--- src/rsps_pkg.sv ---
// Shared types, codes and constants of the ramp/soak profile simulator.
// No dependencies; used by the top level and the setpoint RAM.
package rsps_pkg;

  localparam int unsigned MAX_STEPS_DEF = 16;
  localparam int unsigned TEMP_W        = 14;
  localparam int unsigned STEP_W        = 5;
  localparam int unsigned CFG_IDX_W     = 3;
  localparam int unsigned CFG_DATA_W    = 16;

  localparam int TEMP_MIN  = -1000;
  localparam int TEMP_MAX  = 5000;
  localparam int TEMP_HOME = 250;
  localparam int TOLERANCE = 10;

  localparam int unsigned QDEPTH      = 4;
  localparam int unsigned QPTR_W      = 2;
  localparam int unsigned QCNT_W      = 3;
  localparam int unsigned MAX_RESULTS = 2;

  localparam logic [1:0] CMD_TICK  = 2'd0;
  localparam logic [1:0] CMD_LOAD  = 2'd1;
  localparam logic [1:0] CMD_START = 2'd2;
  localparam logic [1:0] CMD_STOP  = 2'd3;

  localparam logic [1:0] KIND_READING = 2'd0;
  localparam logic [1:0] KIND_END     = 2'd1;
  localparam logic [1:0] KIND_START   = 2'd2;

  localparam logic [CFG_IDX_W-1:0] CFG_STEP_COUNT     = 3'd0;
  localparam logic [CFG_IDX_W-1:0] CFG_RISE_RATE      = 3'd1;
  localparam logic [CFG_IDX_W-1:0] CFG_FALL_RATE      = 3'd2;
  localparam logic [CFG_IDX_W-1:0] CFG_SOAK_TICKS     = 3'd3;
  localparam logic [CFG_IDX_W-1:0] CFG_REPEAT_PROFILE = 3'd4;
  localparam logic [CFG_IDX_W-1:0] CFG_MARKER_MODE    = 3'd5;

  typedef struct packed {
    logic [1:0]               kind;
    logic signed [TEMP_W-1:0] temp;
    logic [3:0]               step;
    logic                     last;
  } result_t;

  function automatic result_t make_result(logic [1:0] k, logic signed [TEMP_W-1:0] t,
                                          logic [STEP_W-1:0] idx);
    result_t r;
    r.kind = k;
    r.temp = t;
    r.step = idx[3:0];
    r.last = 1'b0;
    return r;
  endfunction

endpackage

--- src/rsps_ram.sv ---
// Generic single-port-write, single-port-read RAM with registered read data.
// Depends on rsps_pkg for default sizes.
module rsps_ram import rsps_pkg::*; #(
  parameter int unsigned WIDTH = TEMP_W,
  parameter int unsigned DEPTH = MAX_STEPS_DEF,
  localparam int unsigned AW = (DEPTH > 1) ? $clog2(DEPTH) : 1
) (
  input  logic             clk,
  input  logic             we,
  input  logic [AW-1:0]    waddr,
  input  logic [WIDTH-1:0] wdata,
  input  logic [AW-1:0]    raddr,
  output logic [WIDTH-1:0] rdata
);

  logic [WIDTH-1:0] mem [DEPTH];

  always_ff @(posedge clk) begin
    if (we) begin
      mem[waddr] <= wdata;
    end
    rdata <= mem[raddr];
  end

endmodule

--- src/ramp_soak_profile_sim.sv ---
// Ramp/soak profile simulator top level: config registers, tick/step logic,
// setpoint RAM prefetch with write forwarding, result queue. Uses rsps_pkg, rsps_ram.
//
//  channel | handshake             | payload
//  --------+-----------------------+-------------------------------------------
//  config  | cfg_write             | cfg_index, cfg_data
//  request | req_valid / req_ready | command, step_slot, setpoint_value
//  result  | res_valid / res_ready | kind, temperature, step_now, last
//
// One request per cycle while req_ready is high; a request's results enter the queue at its accept edge.
// The setpoint of the step in force is prefetched from the RAM; when the clamped step
// changes outside request flow (step_count rewritten), req_ready drops for a refetch.
// req_ready drops while fewer than two of the four result queue entries are free.
// Synchronous reset clears control state; the setpoint RAM is not cleared.
module ramp_soak_profile_sim import rsps_pkg::*; #(
  parameter int unsigned MAX_STEPS = MAX_STEPS_DEF
) (
  input  logic                     clk,
  input  logic                     rst,
  input  logic                     cfg_write,
  input  logic [CFG_IDX_W-1:0]     cfg_index,
  input  logic [CFG_DATA_W-1:0]    cfg_data,
  input  logic                     req_valid,
  output logic                     req_ready,
  input  logic [1:0]               command,
  input  logic [3:0]               step_slot,
  input  logic signed [TEMP_W-1:0] setpoint_value,
  output logic                     res_valid,
  input  logic                     res_ready,
  output logic [1:0]               kind,
  output logic signed [TEMP_W-1:0] temperature,
  output logic [3:0]               step_now,
  output logic                     last
);

  localparam int unsigned AW = (MAX_STEPS > 1) ? $clog2(MAX_STEPS) : 1;
  localparam logic signed [TEMP_W:0]   TMIN_X = (TEMP_W+1)'(TEMP_MIN);
  localparam logic signed [TEMP_W:0]   TMAX_X = (TEMP_W+1)'(TEMP_MAX);
  localparam logic signed [TEMP_W:0]   TOL_X  = (TEMP_W+1)'(TOLERANCE);
  localparam logic signed [TEMP_W-1:0] HOME_T = TEMP_W'(TEMP_HOME);

  logic [4:0]  step_count;
  logic [9:0]  rise_rate;
  logic [9:0]  fall_rate;
  logic [15:0] soak_ticks;
  logic        repeat_profile;
  logic        marker_mode;

  logic signed [TEMP_W-1:0] temp_now, temp_next;
  logic [STEP_W-1:0]        step_index, step_index_next;
  logic                     stable_flag, stable_flag_next;
  logic [15:0]              soak_counter, soak_counter_next;
  logic                     running, running_next;

  logic [STEP_W-1:0] cnt, eidx, nidx, rd_idx;
  logic              stall, req_fire;

  logic                     ram_we;
  logic [AW-1:0]            ram_waddr, ram_raddr;
  logic [TEMP_W-1:0]        ram_rdata;
  logic                     fwd_hit;
  logic signed [TEMP_W-1:0] fwd_data;
  logic signed [TEMP_W-1:0] sp;

  logic signed [TEMP_W:0] temp_x, diff, tmp_up, tmp_dn;
  logic                   in_band;

  result_t   r0, r1;
  logic [1:0] push_n;
  logic       emit_read;

  result_t             q_mem [QDEPTH];
  logic [QPTR_W-1:0]   wr_ptr, rd_ptr;
  logic [QCNT_W-1:0]   q_count;
  logic                pop;

  // configuration registers
  always_ff @(posedge clk) begin
    if (rst) begin
      step_count     <= 5'd5;
      rise_rate      <= 10'd10;
      fall_rate      <= 10'd10;
      soak_ticks     <= 16'd5;
      repeat_profile <= 1'b1;
      marker_mode    <= 1'b0;
    end else if (cfg_write) begin
      unique case (cfg_index)
        CFG_STEP_COUNT:     step_count     <= cfg_data[4:0];
        CFG_RISE_RATE:      rise_rate      <= cfg_data[9:0];
        CFG_FALL_RATE:      fall_rate      <= cfg_data[9:0];
        CFG_SOAK_TICKS:     soak_ticks     <= cfg_data[15:0];
        CFG_REPEAT_PROFILE: repeat_profile <= cfg_data[0];
        CFG_MARKER_MODE:    marker_mode    <= cfg_data[0];
        default: ;
      endcase
    end
  end

  always_comb begin
    if (step_count == 5'd0) begin
      cnt = 5'd1;
    end else if (32'(step_count) > MAX_STEPS) begin
      cnt = STEP_W'(MAX_STEPS);
    end else begin
      cnt = step_count;
    end
  end

  assign eidx      = (step_index >= cnt) ? cnt - 5'd1 : step_index;
  assign stall     = (rd_idx != eidx);
  assign req_ready = !stall && (q_count <= QCNT_W'(QDEPTH - MAX_RESULTS));
  assign req_fire  = req_valid && req_ready;
  assign pop       = res_valid && res_ready;

  assign sp      = fwd_hit ? fwd_data : $signed(ram_rdata);
  assign temp_x  = $signed({temp_now[TEMP_W-1], temp_now});
  assign diff    = temp_x - $signed({sp[TEMP_W-1], sp});
  assign in_band = (diff > -TOL_X) && (diff < TOL_X);
  assign tmp_up  = temp_x + $signed({5'b0, rise_rate});
  assign tmp_dn  = temp_x - $signed({5'b0, fall_rate});

  always_comb begin
    temp_next         = temp_now;
    step_index_next   = step_index;
    stable_flag_next  = stable_flag;
    soak_counter_next = soak_counter;
    running_next      = running;
    ram_we            = 1'b0;
    r0                = '0;
    r1                = '0;
    push_n            = 2'd0;
    emit_read         = 1'b0;
    if (req_fire) begin
      unique case (command)
        CMD_LOAD: begin
          ram_we = (32'(step_slot) < MAX_STEPS);
        end
        CMD_START: begin
          step_index_next   = '0;
          temp_next         = HOME_T;
          stable_flag_next  = 1'b0;
          soak_counter_next = '0;
          running_next      = 1'b1;
          if (marker_mode) begin
            r0     = make_result(KIND_START, HOME_T, '0);
            push_n = 2'd1;
          end
        end
        CMD_STOP: begin
          if (running) begin
            running_next = 1'b0;
            if (marker_mode) begin
              r0     = make_result(KIND_END, temp_now, step_index);
              push_n = 2'd1;
            end
          end
        end
        CMD_TICK: begin
          if (running) begin
            step_index_next = eidx;
            emit_read       = 1'b1;
            if (in_band) begin
              if (!stable_flag) begin
                stable_flag_next  = 1'b1;
                soak_counter_next = '0;
              end else if (soak_counter >= soak_ticks) begin
                stable_flag_next  = 1'b0;
                soak_counter_next = '0;
                if (eidx == cnt - 5'd1) begin
                  if (repeat_profile) begin
                    step_index_next = '0;
                    emit_read       = 1'b0;
                    if (marker_mode) begin
                      r0        = make_result(KIND_END, temp_now, '0);
                      temp_next = HOME_T;
                      r1        = make_result(KIND_START, HOME_T, '0);
                      push_n    = 2'd2;
                    end
                  end else begin
                    running_next = 1'b0;
                    if (marker_mode) begin
                      r0     = make_result(KIND_END, temp_now, eidx);
                      push_n = 2'd1;
                    end
                  end
                end else begin
                  step_index_next = eidx + 5'd1;
                end
              end else begin
                soak_counter_next = soak_counter + 16'd1;
              end
            end else if (diff > 0) begin
              temp_next         = TEMP_W'((tmp_dn < TMIN_X) ? TMIN_X : tmp_dn);
              stable_flag_next  = 1'b0;
              soak_counter_next = '0;
            end else begin
              temp_next         = TEMP_W'((tmp_up > TMAX_X) ? TMAX_X : tmp_up);
              stable_flag_next  = 1'b0;
              soak_counter_next = '0;
            end
          end
        end
        default: ;
      endcase
    end
    if (emit_read) begin
      if (push_n == 2'd0) begin
        r0 = make_result(KIND_READING, temp_next, step_index_next);
      end else begin
        r1 = make_result(KIND_READING, temp_next, step_index_next);
      end
      push_n = push_n + 2'd1;
    end
    if (push_n == 2'd1) begin
      r0.last = 1'b1;
    end
    if (push_n == 2'd2) begin
      r1.last = 1'b1;
    end
  end

  always_ff @(posedge clk) begin
    if (rst) begin
      temp_now     <= HOME_T;
      step_index   <= '0;
      stable_flag  <= 1'b0;
      soak_counter <= '0;
      running      <= 1'b0;
    end else begin
      temp_now     <= temp_next;
      step_index   <= step_index_next;
      stable_flag  <= stable_flag_next;
      soak_counter <= soak_counter_next;
      running      <= running_next;
    end
  end

  // prefetch the setpoint of the step in force after this edge
  assign nidx      = (step_index_next >= cnt) ? cnt - 5'd1 : step_index_next;
  assign ram_raddr = AW'(nidx);
  assign ram_waddr = AW'(step_slot);

  rsps_ram #(
    .WIDTH (TEMP_W),
    .DEPTH (MAX_STEPS)
  ) u_setpoints (
    .clk   (clk),
    .we    (ram_we),
    .waddr (ram_waddr),
    .wdata (setpoint_value),
    .raddr (ram_raddr),
    .rdata (ram_rdata)
  );

  always_ff @(posedge clk) begin
    if (rst) begin
      rd_idx  <= '0;
      fwd_hit <= 1'b0;
    end else begin
      rd_idx  <= nidx;
      fwd_hit <= ram_we && (ram_waddr == ram_raddr);
    end
  end

  always_ff @(posedge clk) begin
    fwd_data <= setpoint_value;
  end

  // result queue
  always_ff @(posedge clk) begin
    if (push_n != 2'd0) begin
      q_mem[wr_ptr] <= r0;
    end
    if (push_n == 2'd2) begin
      q_mem[wr_ptr + QPTR_W'(1)] <= r1;
    end
  end

  always_ff @(posedge clk) begin
    if (rst) begin
      wr_ptr  <= '0;
      rd_ptr  <= '0;
      q_count <= '0;
    end else begin
      wr_ptr  <= wr_ptr + QPTR_W'(push_n);
      rd_ptr  <= rd_ptr + QPTR_W'(pop);
      q_count <= q_count + QCNT_W'(push_n) - QCNT_W'(pop);
    end
  end

  assign res_valid   = (q_count != '0);
  assign kind        = q_mem[rd_ptr].kind;
  assign temperature = q_mem[rd_ptr].temp;
  assign step_now    = q_mem[rd_ptr].step;
  assign last        = q_mem[rd_ptr].last;

  a_queue_bound: assert property (@(posedge clk) disable iff (rst)
    q_count <= QCNT_W'(QDEPTH))
    else $error("result queue overflow");

  a_temp_range: assert property (@(posedge clk) disable iff (rst)
    ($signed({temp_now[TEMP_W-1], temp_now}) >= TMIN_X) &&
    ($signed({temp_now[TEMP_W-1], temp_now}) <= TMAX_X))
    else $error("temperature out of range");

  a_step_clamped: assert property (@(posedge clk) disable iff (rst)
    req_fire && (command == CMD_TICK) && running |=> step_index < $past(cnt))
    else $error("step index beyond steps in use after tick");

  a_no_marker: assert property (@(posedge clk) disable iff (rst)
    (push_n != 2'd0) && !marker_mode |-> (push_n == 2'd1) && (r0.kind == KIND_READING))
    else $error("marker pushed with markers off");

endmodule
--- config.mk ---
export PLATFORM = sky130hd
export DESIGN_NAME = ramp_soak_profile_sim
export DESIGN_NICKNAME = d
export VERILOG_FILES = /design/src/rsps_pkg.sv /design/src/rsps_ram.sv /design/src/ramp_soak_profile_sim.sv
export SDC_FILE = /design/constraint.sdc
export NUM_CORES = 1
export LEC_CHECK = 0
export BUFFER_PORTS_ARGS = -buffer_cell sky130_fd_sc_hd__buf_2
export CORE_ASPECT_RATIO = 0.9
export CORE_MARGIN = 2
export CORE_UTILIZATION = 40
export DETAILED_ROUTE_END_ITERATION = 10
export HOLD_SLACK_MARGIN = 0.06
export PLACE_DENSITY = 0.54
export SYNTH_ARGS = -nofsm -noshare
export SYNTH_HDL_FRONTEND = slang
export SYNTH_SLANG_ARGS = --single-unit
export TNS_END_PERCENT = 50
--- constraint.sdc ---
create_clock -name clk -period 14.4 [get_ports clk]
set_clock_uncertainty 0.05 [all_clocks]
set_input_delay 2.16 -clock clk [delete_from_list [all_inputs] [get_ports clk]]
set_output_delay 2.16 -clock clk [all_outputs]
set_load 0.005 [all_outputs]
==> impl_results.md, run 1 <==
- GP Congestion: 0.9079
- H-tree depth: 2
- Worst EP required: 14.84 ns
- IO Port Bufs: 66
- CTS tree: built
- Vias: 15,780
- Via density: between 5 and 6
- Post-Layout Cell Count: 2,714
- Kind of critical path: reg2reg
- Min-Delay Path Class: reg2reg
- Setup-failing EPs final: 0
- Post-synth cell types: 95
- Initial Util: 40.32%
- Synth Register Bits: 429
- CTS hold repair buffers: 0
- Area fraction of the dominant cell type after synthesis: a little over two fifths
- Placed cells: ~2,600
- Status: complete, no violations
- Most area-hungry cell type in the Yosys netlist: edfxtp_1
- Drt pass-1 iters: 5
- Hold Startpoint: soak_ticks[3]$_SDFFE_PP0P_
- WL final: roughly 63,000 µm
- First-pass GRT wire length: 96,030 µm
- Clk slew on worst S/H paths: around 0.070 ns
- Post-synth top flop: edfxtp_1
- Register area share after synthesis: between 50 and 60%
- Reg-to-Reg Start: fwd_hit$_SDFF_PP0_
- Longest Clk Path Bufs: 3
- Nature of the critical path startpoint: flop
- Pin count of the biggest net entering global routing: 78
- Post-Synthesis Cells: 1,928
- DR WL/cell: 23.24 µm
- Sum Neg Setup Slack: 0 ns
- Period utilisation layout: 63.99%
- Pwr per Cell Area: 118.4 mW/mm²
- FP Rows: 81
- Die Wd: 250.4 µm
- Vias in the first global route: between 15,000 and 20,000
- EDFF count, synth: 304
- IO Pins: 67
- Post-detail-place hpwl: 42,890 µm
- Initial antenna violation count: 4
- Post-route DRC violation count: 0
- CP Launch Point: fwd_hit$_SDFF_PP0_
- Worst slew pin tran: 1.288 ns
- Synthesis Warnings: 0
- Post-route ant nets: 0
- CTS Buf Count: 46
- Peak VDD IR: 0.1178 mV
- Crit path time final: 9.214 ns
- Slew Limit Headroom: 14.02%
- CTS root buf: clkbuf_16
- Post-cts gate resize count: 0
- Syn Std Cell Area: 0.02186 mm²
- Initial DRC Count: 1,575
- Core Area: about 0.054 mm²
- Fin nets: ~2,100
- Total gr overflow: 0
- Slew Viols, Final: 0
- P_leak: 8.467 nW
- # fillers: 5,060
- Clock tree sinks: around 430
- Total power: a little under 0.003 W
- Synth top area cells: edfxtp_1, dfxtp_1, mux2i_1
- Syn avg cell area: 11.34 µm²
- Die height: about 230 µm
- CP Max Fanout: 73
- Synth async-reset ratio: 0%
- Mapped Nets: about 2,000
- Post-CTS Setup Bufs: 0
- CP peak stage delay: roughly 0.94 ns
- Layout cells sized above 1: 11.76%
- Slowest-stage cell, CP: buf_4
- RSZ-0062 raised after global routing: false
- FMAX: 0.1085 GHz
- GRT Util Overall: 22.38%
- Die Area: 0.05654 mm²
- Fin. Hold Viols: 0
- MaxCap Viol Count: 0
- Area Growth Syn to Fin: 11.84%
- Post-synth top cells: edfxtp_1, nand2_1, mux2i_1
- CP endpoint kind: flop
- CP arrival: 9.65 ns
- Count leader, synth: edfxtp_1
- Later-pin clock latency in the skew report: 0.61 ns
-- area by class of cell --
class | instances | area (µm²) | share of cell area (%)
Antenna cell | 2 | 5.005 | 0.02047
Inverter | 69 | 261.5 | 1.070
Clock inverter | 25 | 330.3 | 1.351
Timing Repair Buffer | 89 | 503.0 | 2.057
Clock buffer | 60 | 1244 | 5.087
Tap cell | 705 | 882.1 | 3.608
Multi-Input combinational cell | 1335 | 9593 | 39.24
Sequential cell | 429 | 11630 | 47.57
-- path summary, 6_finish.rpt --
path | endpoint | cells after the start | slack, ns
hold reg to reg | soak_ticks[3]$_SDFFE_PP0P_ | 2 | 0.40
hold / removal | soak_ticks[3]$_SDFFE_PP0P_ | 2 | 0.40
setup / recovery | u_setpoints.rdata[7]$_DFF_P_ | 29 | 5.19
setup reg to reg | u_setpoints.rdata[7]$_DFF_P_ | 29 | 5.19
-- power by group --
part | leakage [nW] | internal (W) | switching (W)
Sequential | 3.82 | 0.00134 | 0.0000127
Clock | 0.758 | 0.000709 | 0.000517
Combinational | 3.89 | 0.000130 | 0.000190
-- routing by layer --
| metal | wire [µm] | vias up | GRT usage (%) |
|---|---|---|---|
| met5 | 27 | - | 0 |
| met2 | 28610 | 487 | 35.89 |
| li1 | - | 7425 | - |
| met4 | 1860 | 4 | 6.896 |
| met1 | 28970 | 7744 | 31.39 |
| met3 | 3617 | 116 | 3.285 |
-- worst max-delay path: cells and delay by family, from the launching register on --
kind,cells,cell delay [ns]
buf+inv,4,1.89
fa+ha+maj,3,0.79
simple gates,6,1.37
flops,1,0.90
compound gates,13,3.25
mux,3,0.69
-- flip-flops by register name, indices dropped and copies added, names as in the netlist, 2 cells and up --
register           cells
u_setpoints.mem      224
q_mem                 84
soak_counter          16
soak_ticks            16
fwd_data              14
temp_now              14
u_setpoints.rdata     14
fall_rate             10
rise_rate             10
rd_idx                 5
step_count             5
step_index             5
q_count                3
rd_ptr                 2
wr_ptr                 2
-- layout by cell type (no fill, tap or decap), types with 33 or more instances in the layout --
cell type / n
a21oi_1: 119
o22ai_1: 33
nor2_1: 116
a22o_1: 42
dfxtp_1: 125
edfxtp_1: 304
o21ai_0: 68
mux2i_1: 129
clkbuf_16: 46
nand2_1: 149
a211oi_1: 57
nor3_1: 39
inv_1: 67
xnor2_1: 34
nand3_1: 34
buf_2: 66
ha_1: 69
nor2b_1: 56
-- metrics by stage --
step	hold WS (ns)	util (%)	area [µm²]	setup WS (ns)
CTS	0.4067	45.08	24440	5.185
floorplan	0.3863	-	21860	7.766
detailed placement	0.3986	42.18	22870	5.216
finish	0.4041	45.09	24450	5.186
global placement	0.3949	42.18	22870	5.366
global route	0.4249	45.09	24450	4.486
-- cells by family after synthesis --
logic type,after synthesis,synth area share [%]
mux,152,8.173
flops,429,53.20
fa+ha+maj,73,4.315
compound gates,511,16.41
simple gates,549,12.67
buf+inv,164,3.228
xor+xnor,50,2.003
(Power assumes the default switching activity.)
==> inputs of run 2 (changes only) <==
PLACE_DENSITY = 0.56   (was 0.54)
clock period = 7.55 ns   (was 14.4 ns; I/O delays follow)
==> run 2 against run 1 <==
Net effect: design area rose by 1.9%; cell count up 1.7%; combinational power rose by 90%; via count rose by 1.9%; register-to-register slack got worse by 4.7 ns; clock-buffer cell count rose by 8; power increased by 91%; clock power is 91% higher; fmax is 30% higher; global-route usage increased by 0.45 points; sequential share of layout area down 0.88 points; critical path depth shrank 5.
==> impl_results.md, run 2 (synthesized netlist as in run 1, its figures left out) <==
- Initial Util: 40.32%
- CP endpoint: u_setpoints.rdata[7]$_DFF_P_
- Post-layout util: 45.95%
- Worst slew pin tran: 1.260 ns
- FF-to-FF path depth: 24
- Peak VDD IR: 0.1988 mV
- Clock tree sinks: between 400 and 500
- Total gr overflow: 0
- CTS root buf: clkbuf_16
- Core Area: 0.05422 mm²
- DR WL/cell: 23.47 µm
- Post-route ant nets: 0
- IO Port Bufs: 66
- Longest Clk Path Bufs: 3
- Worst R2R Setup Slack: 0.48 ns
- Most flops, register: u_setpoints.mem
- Layout cells sized above 1: 13.54%
- Via density: 5.829
- GP Congestion: 0.9333
- FMAX: 0.1414 GHz
- RSZ-0062 raised after global routing: false
- Post-route DRC violation count: 0
- CP arrival: 7.58 ns
- WL final: 64,750 µm
- H-tree depth: 2
- Crit path time final: 7.071 ns
- Buf/Inv on CP: 4
- MaxCap Viol Count: 0
- CTS hold repair buffers: 0
- Slew Limit Headroom: about 16%
- CP Max Fanout: 10
- Post-DP Area: 0.02327 mm²
- Crit Reg-Reg Endpoint: u_setpoints.rdata[7]$_DFF_P_
- Slew Viols, Final: 0
- Vias: 16,080
- Die Area: between 0.05 and 0.06 mm²
- Final WS setup: ~0.48 ns
- P_leak: 8.734 nW
- Nature of the critical path startpoint: flop
- Reg-to-Reg Start: fwd_hit$_SDFF_PP0_
- Pwr per Cell Area: 222.0 mW/mm²
- CP Launch Point: fwd_hit$_SDFF_PP0_
- CP peak stage delay: 0.57 ns
- Initial antenna violation count: 4
- Slowest-stage cell, CP: or4_4
- CTS Buf Count: 48
- Initial DRC Count: ~1,300
- First-pass GRT wire length: 98,270 µm
- Worst EP required: 8.06 ns
- Drt pass-1 iters: 6
- Placed cells: 2,667
- Leading registers by flop count: u_setpoints.mem: 224 flops, q_mem: 84 flops
- Max reg flops: 224
- Later-pin clock latency in the skew report: between 0.6 and 0.7 ns
- Pin count of the biggest net entering global routing: 81
- CTS tree: built
- FP Rows: 81
- Top delay family on crit path: compound AO/OA/AOI/OAI gates
- Setup-failing EPs final: 0
- Fin. Hold Viols: 0
- Status: complete, no violations
- Clk slew on worst S/H paths: approximately 0.07 ns
- Worst path depth: 24
- Fin nets: 2,131
- Most frequent cells in the layout: edfxtp_1, nand2_1, mux2i_1, dfxtp_1, a21oi_1
- CP dominant cell by count: buf_4
- IO Pins: 67
- Vias in the first global route: about 16,000
- GRT Util Overall: a little under a quarter
- Sum Neg Setup Slack: 0 ns
- Min-Delay Path Class: reg2reg
- Post-Layout Cell Count: 2,759
- Area Growth Syn to Fin: 13.95%
- Kind of critical path: reg2reg
- Post-detail-place hpwl: 44,780 µm
- Die height: 225.8 µm
- Placement Setup Slack: approximately 0.4 ns
- Leading cell type in the layout, fill and taps excluded: edfxtp_1
- Critical-path cell list: buf_4, mux2i_1, ha_1, o21a_1, o21a_1, a221o_1, a211oi_1, o21ai_1, or4_4, o22ai_4, nand2_2, o31a_1, a221o_4, inv_4, ha_1, nor2b_1, o21ai_0, nand2b_1, a21oi_1, buf_4, a31oi_4, buf_4, a211oi_1, a211o_1
- CP endpoint kind: flop
- Period utilisation layout: 93.66%
- Final Cell Area: 0.02491 mm²
- Die Wd: 250.4 µm
-- run 2: changes by cell type in the layout (fill, tap and decap cells not counted), sizes merged --
cell      before  now
buf           89  130
clkbuf        60   69
bufinv         5    2
clkinv        13   14
clkinvlp       3    2
diode          2    1
inv           73   72
-- run 2: worst reg2reg max path, delay by kind of cell (launching register included) --
family	cells	cell delay (ns)
AOI/OAI and AO/OA	13	3.90
adders and majority gates	2	0.58
buffers and inverters	4	0.87
DFF	1	0.44
muxes	1	0.23
and+or+nand+nor	4	0.95
-- run 2: how the worst min path moves through the flow --
stage                               from                         to  slack [ns]  cells past startpoint
2_1_floorplan  fall_rate[2]$_SDFFE_PP0P_  fall_rate[2]$_SDFFE_PP0P_        0.39                      2
6_report       fall_rate[9]$_SDFFE_PP0P_  fall_rate[9]$_SDFFE_PP0P_        0.40                      2
5_1_grt        fall_rate[9]$_SDFFE_PP0P_  fall_rate[9]$_SDFFE_PP0P_        0.42                      2
4_1_cts        fall_rate[9]$_SDFFE_PP0P_  fall_rate[9]$_SDFFE_PP0P_        0.41                      2
3_3_place_gp   fall_rate[7]$_SDFFE_PP0P_  fall_rate[7]$_SDFFE_PP0P_        0.40                      2
3_5_place_dp   fall_rate[9]$_SDFFE_PP0P_  fall_rate[9]$_SDFFE_PP0P_        0.40                      2
-- run 2: final cells by class --
type | instances | area, µm²
clock buffer | 68 | 1360
sequential | 429 | 11630
antenna | 1 | 2.502
fill | 4955 | 29310
timing repair buffer | 131 | 923.4
tap | 705 | 882.1
inverter | 69 | 261.5
clock inverter | 21 | 241.5
multi-input combinational | 1335 | 9609
-- run 2: stage by stage --
stage / power [W] / hold WS [ns]
CTS: 0.005578 / 0.4060
global placement: 0.003230 / 0.3950
floorplan: 0.003024 / 0.3863
global route: 0.005726 / 0.4230
detailed placement: 0.003234 / 0.3974
finish: 0.005531 / 0.4045
-- run 2: timing repair --
item | 4_1_cts | 5_1_grt
endpoints found under the setup margin | 0 | 14
resized for setup | 0 | 2
setup buffers | 0 | 1
-- run 2: power by group --
group / internal, W / leakage (nW) / switching, W
combinational: 0.000251 / 4.14 / 0.000355
clock: 0.00134 / 0.772 / 0.00101
sequential: 0.00255 / 3.82 / 0.0000250
total: 0.00414 / 8.73 / 0.00139
-- run 2: per-layer routing --
| metal | global-route usage, % | vias to the layer above | share of wire (%) |
|---|---|---|---|
| met5 | 0 | - | 0.082 |
| li1 | - | 7508 | - |
| met1 | 32.31 | 7901 | 45 |
| met4 | 7.398 | 8 | 2.8 |
| met2 | 35.91 | 550 | 45 |
| met3 | 3.596 | 115 | 6.7 |
